`config.mk`:
```
export PLATFORM = sky130hd
export DESIGN_NAME = command_frame_deframer
export DESIGN_NICKNAME = d
export VERILOG_FILES = /design/src/rtl/cfd_pkg.sv /design/src/rtl/command_frame_deframer.sv /design/src/rtl/cfd_front.sv /design/src/rtl/cfd_queue.sv
export SDC_FILE = /design/constraint.sdc
export NUM_CORES = 1
export LEC_CHECK = 0
export ABC_AREA = 1
export BUFFER_PORTS_ARGS = -buffer_cell sky130_fd_sc_hd__buf_2
export CORE_UTILIZATION = 40
export CTS_CLUSTER_SIZE = 24
export DETAILED_ROUTE_END_ITERATION = 16
export PLACE_DENSITY = 0.57
export RECOVER_POWER = 25
export SYNTH_ARGS = -nofsm -noshare
export SYNTH_HDL_FRONTEND = slang
export SYNTH_SLANG_ARGS = --single-unit
```
`constraint.sdc`:
```
create_clock -name clk -period 19.64 [get_ports clk]
set_input_delay 0.982 -clock clk [delete_from_list [all_inputs] [get_ports clk]]
set_output_delay 0.982 -clock clk [all_outputs]
set_load 0.005 [all_outputs]
```
`src/rtl/cfd_pkg.sv`:
```
package cfd_pkg;

  localparam int FRAME_BYTES = 17;
  localparam int POS_W       = $clog2(FRAME_BYTES);

  localparam logic [POS_W-1:0] SUM_BYTES = POS_W'(16);
  localparam logic [POS_W-1:0] CHECK_POS = POS_W'(16);
  localparam logic [POS_W-1:0] LAST_POS  = POS_W'(FRAME_BYTES - 1);

  localparam int CFG_IDX_W = 2;
  localparam logic [CFG_IDX_W-1:0] REG_HEADER_FIRST  = CFG_IDX_W'(0);
  localparam logic [CFG_IDX_W-1:0] REG_HEADER_SECOND = CFG_IDX_W'(1);

  localparam logic [7:0] HEADER_FIRST_RESET  = 8'hAA;
  localparam logic [7:0] HEADER_SECOND_RESET = 8'h55;

  localparam int QUEUE_DEPTH = 4;
  localparam int QPTR_W      = $clog2(QUEUE_DEPTH);

  // command in the lowest bits, arg_third in the highest
  typedef struct packed {
    logic [31:0] arg_third;
    logic [31:0] arg_second;
    logic [31:0] arg_first;
    logic [7:0]  sequence_res;
    logic [7:0]  command;
  } res_t;

  localparam int RES_W = $bits(res_t);

  typedef struct packed {
    logic valid;
    res_t res;
  } push_t;

endpackage

```
`src/rtl/command_frame_deframer.sv`:
```
// Command frame deframer. Takes one received byte per beat on the slave side and can
// accept a byte every cycle while the result queue has room. It hunts for the two header
// bytes, collects a fixed-length frame, checks the additive checksum of bytes 0..15
// against byte 16 and, on a match, puts the command, sequence and three little-endian
// argument words out as one beat on the master side. Failed frames give nothing.
// Results pass through a four-entry queue; s_tready drops only while that queue is full,
// so bytes are taken at one per cycle as long as results are drained.
// The header bytes are set through the write port: index 0 first byte, index 1 second.
module command_frame_deframer import cfd_pkg::*; (
  input  logic                 clk,
  input  logic                 rst,
  input  logic                 cfg_we,
  input  logic [CFG_IDX_W-1:0] cfg_index,
  input  logic [7:0]           cfg_data,
  input  logic                 s_tvalid,
  output logic                 s_tready,
  input  logic [7:0]           s_tdata,   // rx_byte
  output logic                 m_tvalid,
  input  logic                 m_tready,
  output logic [RES_W-1:0]     m_tdata    // command, sequence_res, arg_first, arg_second,
                                          // arg_third
);

  push_t push;
  logic  space;
  logic  accept;

  assign s_tready = space;
  assign accept   = s_tvalid && space;

  cfd_front u_front (
    .clk       (clk),
    .rst       (rst),
    .cfg_we    (cfg_we),
    .cfg_index (cfg_index),
    .cfg_data  (cfg_data),
    .accept    (accept),
    .rx_byte   (s_tdata),
    .push      (push)
  );

  cfd_queue u_queue (
    .clk      (clk),
    .rst      (rst),
    .push     (push),
    .space    (space),
    .m_tvalid (m_tvalid),
    .m_tready (m_tready),
    .m_tdata  (m_tdata)
  );

endmodule

```
`src/rtl/cfd_front.sv`:
```
module cfd_front import cfd_pkg::*; (
  input  logic                 clk,
  input  logic                 rst,
  input  logic                 cfg_we,
  input  logic [CFG_IDX_W-1:0] cfg_index,
  input  logic [7:0]           cfg_data,
  input  logic                 accept,
  input  logic [7:0]           rx_byte,
  output push_t                push
);

  localparam logic [1:0] PHASE_IDLE      = 2'd0;
  localparam logic [1:0] PHASE_GOT_FIRST = 2'd1;
  localparam logic [1:0] PHASE_FILLING   = 2'd2;

  logic [7:0]       header_first;
  logic [7:0]       header_second;
  logic [1:0]       phase;
  logic [POS_W-1:0] pos;
  logic [7:0]       sum;
  logic [7:0]       frame_store [FRAME_BYTES];
  logic [7:0]       check_byte;
  logic             frame_end;

  always_ff @(posedge clk) begin
    if (rst) begin
      header_first  <= HEADER_FIRST_RESET;
      header_second <= HEADER_SECOND_RESET;
      phase         <= PHASE_IDLE;
      pos           <= '0;
    end else begin
      if (cfg_we) begin
        if (cfg_index == REG_HEADER_FIRST) begin
          header_first <= cfg_data;
        end else if (cfg_index == REG_HEADER_SECOND) begin
          header_second <= cfg_data;
        end
      end
      if (accept) begin
        case (phase)
          PHASE_IDLE: begin
            if (rx_byte == header_first) begin
              pos   <= POS_W'(1);
              phase <= PHASE_GOT_FIRST;
            end
          end
          PHASE_GOT_FIRST: begin
            if (rx_byte == header_second) begin
              pos   <= POS_W'(2);
              phase <= PHASE_FILLING;
            end else if (rx_byte == header_first) begin
              pos <= POS_W'(1);
            end else begin
              pos   <= '0;
              phase <= PHASE_IDLE;
            end
          end
          PHASE_FILLING: begin
            if (frame_end) begin
              pos   <= '0;
              phase <= PHASE_IDLE;
            end else begin
              pos <= pos + POS_W'(1);
            end
          end
          default: begin
            pos   <= '0;
            phase <= PHASE_IDLE;
          end
        endcase
      end
    end
  end

  // frame bytes and running sum, no reset needed
  always_ff @(posedge clk) begin
    if (accept) begin
      case (phase)
        PHASE_IDLE: begin
          if (rx_byte == header_first) begin
            frame_store[0] <= rx_byte;
            sum            <= rx_byte;
          end
        end
        PHASE_GOT_FIRST: begin
          if (rx_byte == header_second) begin
            frame_store[1] <= rx_byte;
            sum            <= sum + rx_byte;
          end else if (rx_byte == header_first) begin
            frame_store[0] <= rx_byte;
            sum            <= rx_byte;
          end
        end
        PHASE_FILLING: begin
          frame_store[pos] <= rx_byte;
          if (pos < SUM_BYTES) begin
            sum <= sum + rx_byte;
          end
        end
        default: begin
        end
      endcase
    end
  end

  assign frame_end  = (phase == PHASE_FILLING) && (pos == LAST_POS);
  assign check_byte = (pos == CHECK_POS) ? rx_byte : frame_store[CHECK_POS];

  always_comb begin
    push.valid            = accept && frame_end && (sum == check_byte);
    push.res.command      = frame_store[2];
    push.res.sequence_res = frame_store[3];
    push.res.arg_first    = {frame_store[7], frame_store[6], frame_store[5], frame_store[4]};
    push.res.arg_second   = {frame_store[11], frame_store[10], frame_store[9], frame_store[8]};
    push.res.arg_third    = {frame_store[15], frame_store[14], frame_store[13],
                             frame_store[12]};
  end

  a_push_only_at_end: assert property (@(posedge clk) disable iff (rst)
    push.valid |-> (phase == PHASE_FILLING) && (pos == LAST_POS))
    else $error("result pushed away from frame end");

  a_end_returns_idle: assert property (@(posedge clk) disable iff (rst)
    accept && frame_end |=> (phase == PHASE_IDLE) && (pos == '0))
    else $error("parser did not return to idle after frame end");

  a_fill_pos_range: assert property (@(posedge clk) disable iff (rst)
    (phase == PHASE_FILLING) |-> (pos >= POS_W'(2)) && (pos <= LAST_POS))
    else $error("fill position out of range");

endmodule

```
`src/rtl/cfd_queue.sv`:
```
module cfd_queue import cfd_pkg::*; (
  input  logic             clk,
  input  logic             rst,
  input  push_t            push,
  output logic             space,
  output logic             m_tvalid,
  input  logic             m_tready,
  output logic [RES_W-1:0] m_tdata
);

  res_t              mem [QUEUE_DEPTH];
  logic [QPTR_W-1:0] wr_ptr;
  logic [QPTR_W-1:0] rd_ptr;
  logic [QPTR_W:0]   count;
  logic              pop;

  assign space    = (count != (QPTR_W + 1)'(QUEUE_DEPTH));
  assign m_tvalid = (count != '0);
  assign pop      = m_tvalid && m_tready;
  assign m_tdata  = mem[rd_ptr];

  always_ff @(posedge clk) begin
    if (rst) begin
      wr_ptr <= '0;
      rd_ptr <= '0;
      count  <= '0;
    end else begin
      if (push.valid) begin
        wr_ptr <= wr_ptr + QPTR_W'(1);
      end
      if (pop) begin
        rd_ptr <= rd_ptr + QPTR_W'(1);
      end
      if (push.valid && !pop) begin
        count <= count + (QPTR_W + 1)'(1);
      end else if (pop && !push.valid) begin
        count <= count - (QPTR_W + 1)'(1);
      end
    end
  end

  always_ff @(posedge clk) begin
    if (push.valid) begin
      mem[wr_ptr] <= push.res;
    end
  end

  a_count_bound: assert property (@(posedge clk) disable iff (rst)
    count <= (QPTR_W + 1)'(QUEUE_DEPTH))
    else $error("queue count overflow");

  a_no_push_full: assert property (@(posedge clk) disable iff (rst)
    push.valid |-> space)
    else $error("push into full queue");

  a_count_up: assert property (@(posedge clk) disable iff (rst)
    push.valid && !pop |=> count == $past(count) + (QPTR_W + 1)'(1))
    else $error("queue count did not follow push");

endmodule

```
==> results.toml <==
[timing]
setup_violations = 0
rsz0062_at_grt = "no"
fin_crit_ns = 4.517
tightest_slew_ns = 1.117
finClkSkew_ns = 0.01577
setup_tns_ns = 0
fin_crit_sh = 0.2300
slew_headroom = 0.2552
drv_slew = 0
finalHoldViolations = 0
max_freq_mhz = 221.4

[worst_setup_path]
crit_fanout = 141
cp.required_ns = 18.66
cp-start-kind = "register"
crit_chain = "inv_6, buf_4, o21ai_0, o22ai_1, buf_2"
slowest_stage = "buf_4"
crit_type = "reg -> out"
slowest_delay_ns = 0.80
endpoint_kind = "output port"
rr_worst_depth = 14
arrival_ns = 3.53

[clocking]
clk_pin_slew_ns = 0.06
ctsResizeCount = 0
cts_root_buf = "clkbuf_16"
cts_num_sinks = 607
clk_path_buf_depth = 3
postCtsSetupRepairBufs = 0
cts_htree_levels = 2
hold_buffers = 0
cts_tree = "done"
clkLatencyLatePin_ns = 0.61
cts_buffers = 59

[detailed_routing]
via_per_inst = 5.124
wl_um = 51070
topRoutingLayerUsed = "met4"
wl_met2_um = 24880
routedLengthMet1_um = 22640
ant_nets = 0
vias = 13210
wl_per_cell_um = 19.82
wl_met3_um = 2721
dr.pass1.iters = 5
drt_iter0_markers = 1082
drc = 0

[synth]
synth_cell_types = 34
synth_warnings = 0
syn-cell-area_um2 = 22890
synth_edf_count = 575
ys_ff_latch = 607
syn_inst = 1630
ys_seq_area_frac = 0.7825
synth_fp_nets = 1675
ys_async_sr_fraction = 0
syn-mean-instance-area_um2 = 14.04
synth-main-ff-cell = "edfxtp_1"

[power_and_ir_drop]
p_sw_uw = 740.6
ir_drop_uv = 71.56
clkPwrFrac = 0.378
switching_share = 0.2541
internal_power_mw = 2.174
p_seq_frac = 0.490
finalPower_mw = 2.914
p_comb_frac = 0.133
power_density_nw_per_um2 = 110.9
p_leak_nw = 8.944

[grt]
antenna_found_initial = 3
grt_pass1_wl_um = 76270
globalRouteOverflowTotal = 0
track_usage = 0.1749
grt_pass1_vias = 12550
grt_max_degree = 142

[layout]
layout_commonest_cell = "edfxtp_1"
synthToLayoutAreaGrowth_pct = 14.80
drive_gt1_frac = 0.1501
mostFrequentLayoutCells = "575 x edfxtp_1, 266 x nor2_1, 255 x o21ai_0"
layout.cells.non_filler = 2577
nets = 1815

[placement]
placedCellCount = 2465
hpwl_um = 28620
io_buffers = 136
finalWeightedCongestion = 0.7676

[floorplan]
core_um2 = 56500
rows = 87
fp.dieArea_um2 = 58180
start_util = 0.4051
io-pin-count = 137
dieHeight_um = 241.2
die_w_um = 241.2

[status]
status = "finished clean"

[job]
max-cap-violations = 0

[worst_hold_path]
whs_path_depth = 2
hold_path.class = "reg -> reg"
[final cells by class]
type,count,area [µm²]
Fill cell,4940,30220
Sequential cell,607,17910
Multi-Input combinational cell,880,4438
Clock buffer,73,1539
Tap cell,756,945.9
Timing Repair Buffer,156,830.8
Clock inverter,37,345.3
Inverter,66,255.2
Antenna cell,2,5.005
[per-stage QoR]
stage / instance area (µm²) / utilization / worst slack, ns / hold slack, ns
after global placement: 24380 / 0.4316 / 15.22 / 0.4424
after detailed placement: 24380 / 0.4316 / 15.18 / 0.4576
after CTS: 26270 / 0.4650 / 15.07 / 0.4667
final: 26270 / 0.4651 / 15.12 / 0.4634
after floorplan: 22890 / - / 12.48 / 0.4358
after global routing: 26270 / 0.4650 / 14.87 / 0.4947
[routing by layer]
layer	up-vias	track usage
met2	311	0.2879
met5	-	0
li1	6288	-
met3	60	0.02997
met4	0	0.04392
met1	6546	0.2411
[worst max-delay path: cells and delay by family, from the launching register on]
kind                   cells  cell delay [ns]
AOI/OAI and AO/OA          2             0.59
buffers and inverters      3             1.76
DFF                        1             0.47
[state kept, by name, indices dropped and copies added, names as in the netlist, 3 cells and up, named ones only]
register	count
u_front.frame_store	119
u_front.header_first	8
u_front.header_second	8
u_front.pos	5
u_front.sum	8
u_queue.count	3
u_queue.mem	448
[final timing paths]
check / to / slack (ns) / startpoint
min reg2reg: register / 0.46 / u_queue.rd_ptr[1]
max reg2reg: u_queue.mem[3][34] / 15.61 / u_front.pos[0]
min: register / 0.46 / u_queue.rd_ptr[1]
max: m_tdata[78] / 15.12 / register
[Yosys cell counts (4+ instances only)]
cell	count	area, µm²
xnor2_1	10	87.58
nand2_2	5	31.28
or2_2	4	25.02
buf_2	13	65.06
ha_1	20	250.2
inv_1	62	232.7
o211ai_1	11	82.58
a21oi_1	19	95.09
o21ai_0	255	1276
nand2_1	112	420.4
clkbuf_1	63	236.5
nor3_1	8	40.04
nor2_1	270	1013
dfxtp_1	32	640.6
o22ai_1	112	700.7
nand3_1	32	160.2
edfxtp_1	575	17270
[cell families after synthesis]
family	synth area share
AO/OA/AOI/OAI	0.09661
XOR/XNOR	0.004975
adder cells (fa/ha/maj)	0.01268
buffers and inverters	0.02493
flip-flops	0.7825
AND/OR/NAND/NOR	0.07834
[power groups by stage]
stage,Clock [mW],Combinational [mW],Sequential [mW]
global route,1.18,0.436,1.43
CTS,1.13,0.398,1.43
detailed placement,0,0.397,1.46
floorplan,0,0.231,1.44
global placement,0,0.390,1.45
finish,1.10,0.387,1.43
(Power assumes the default switching activity.)
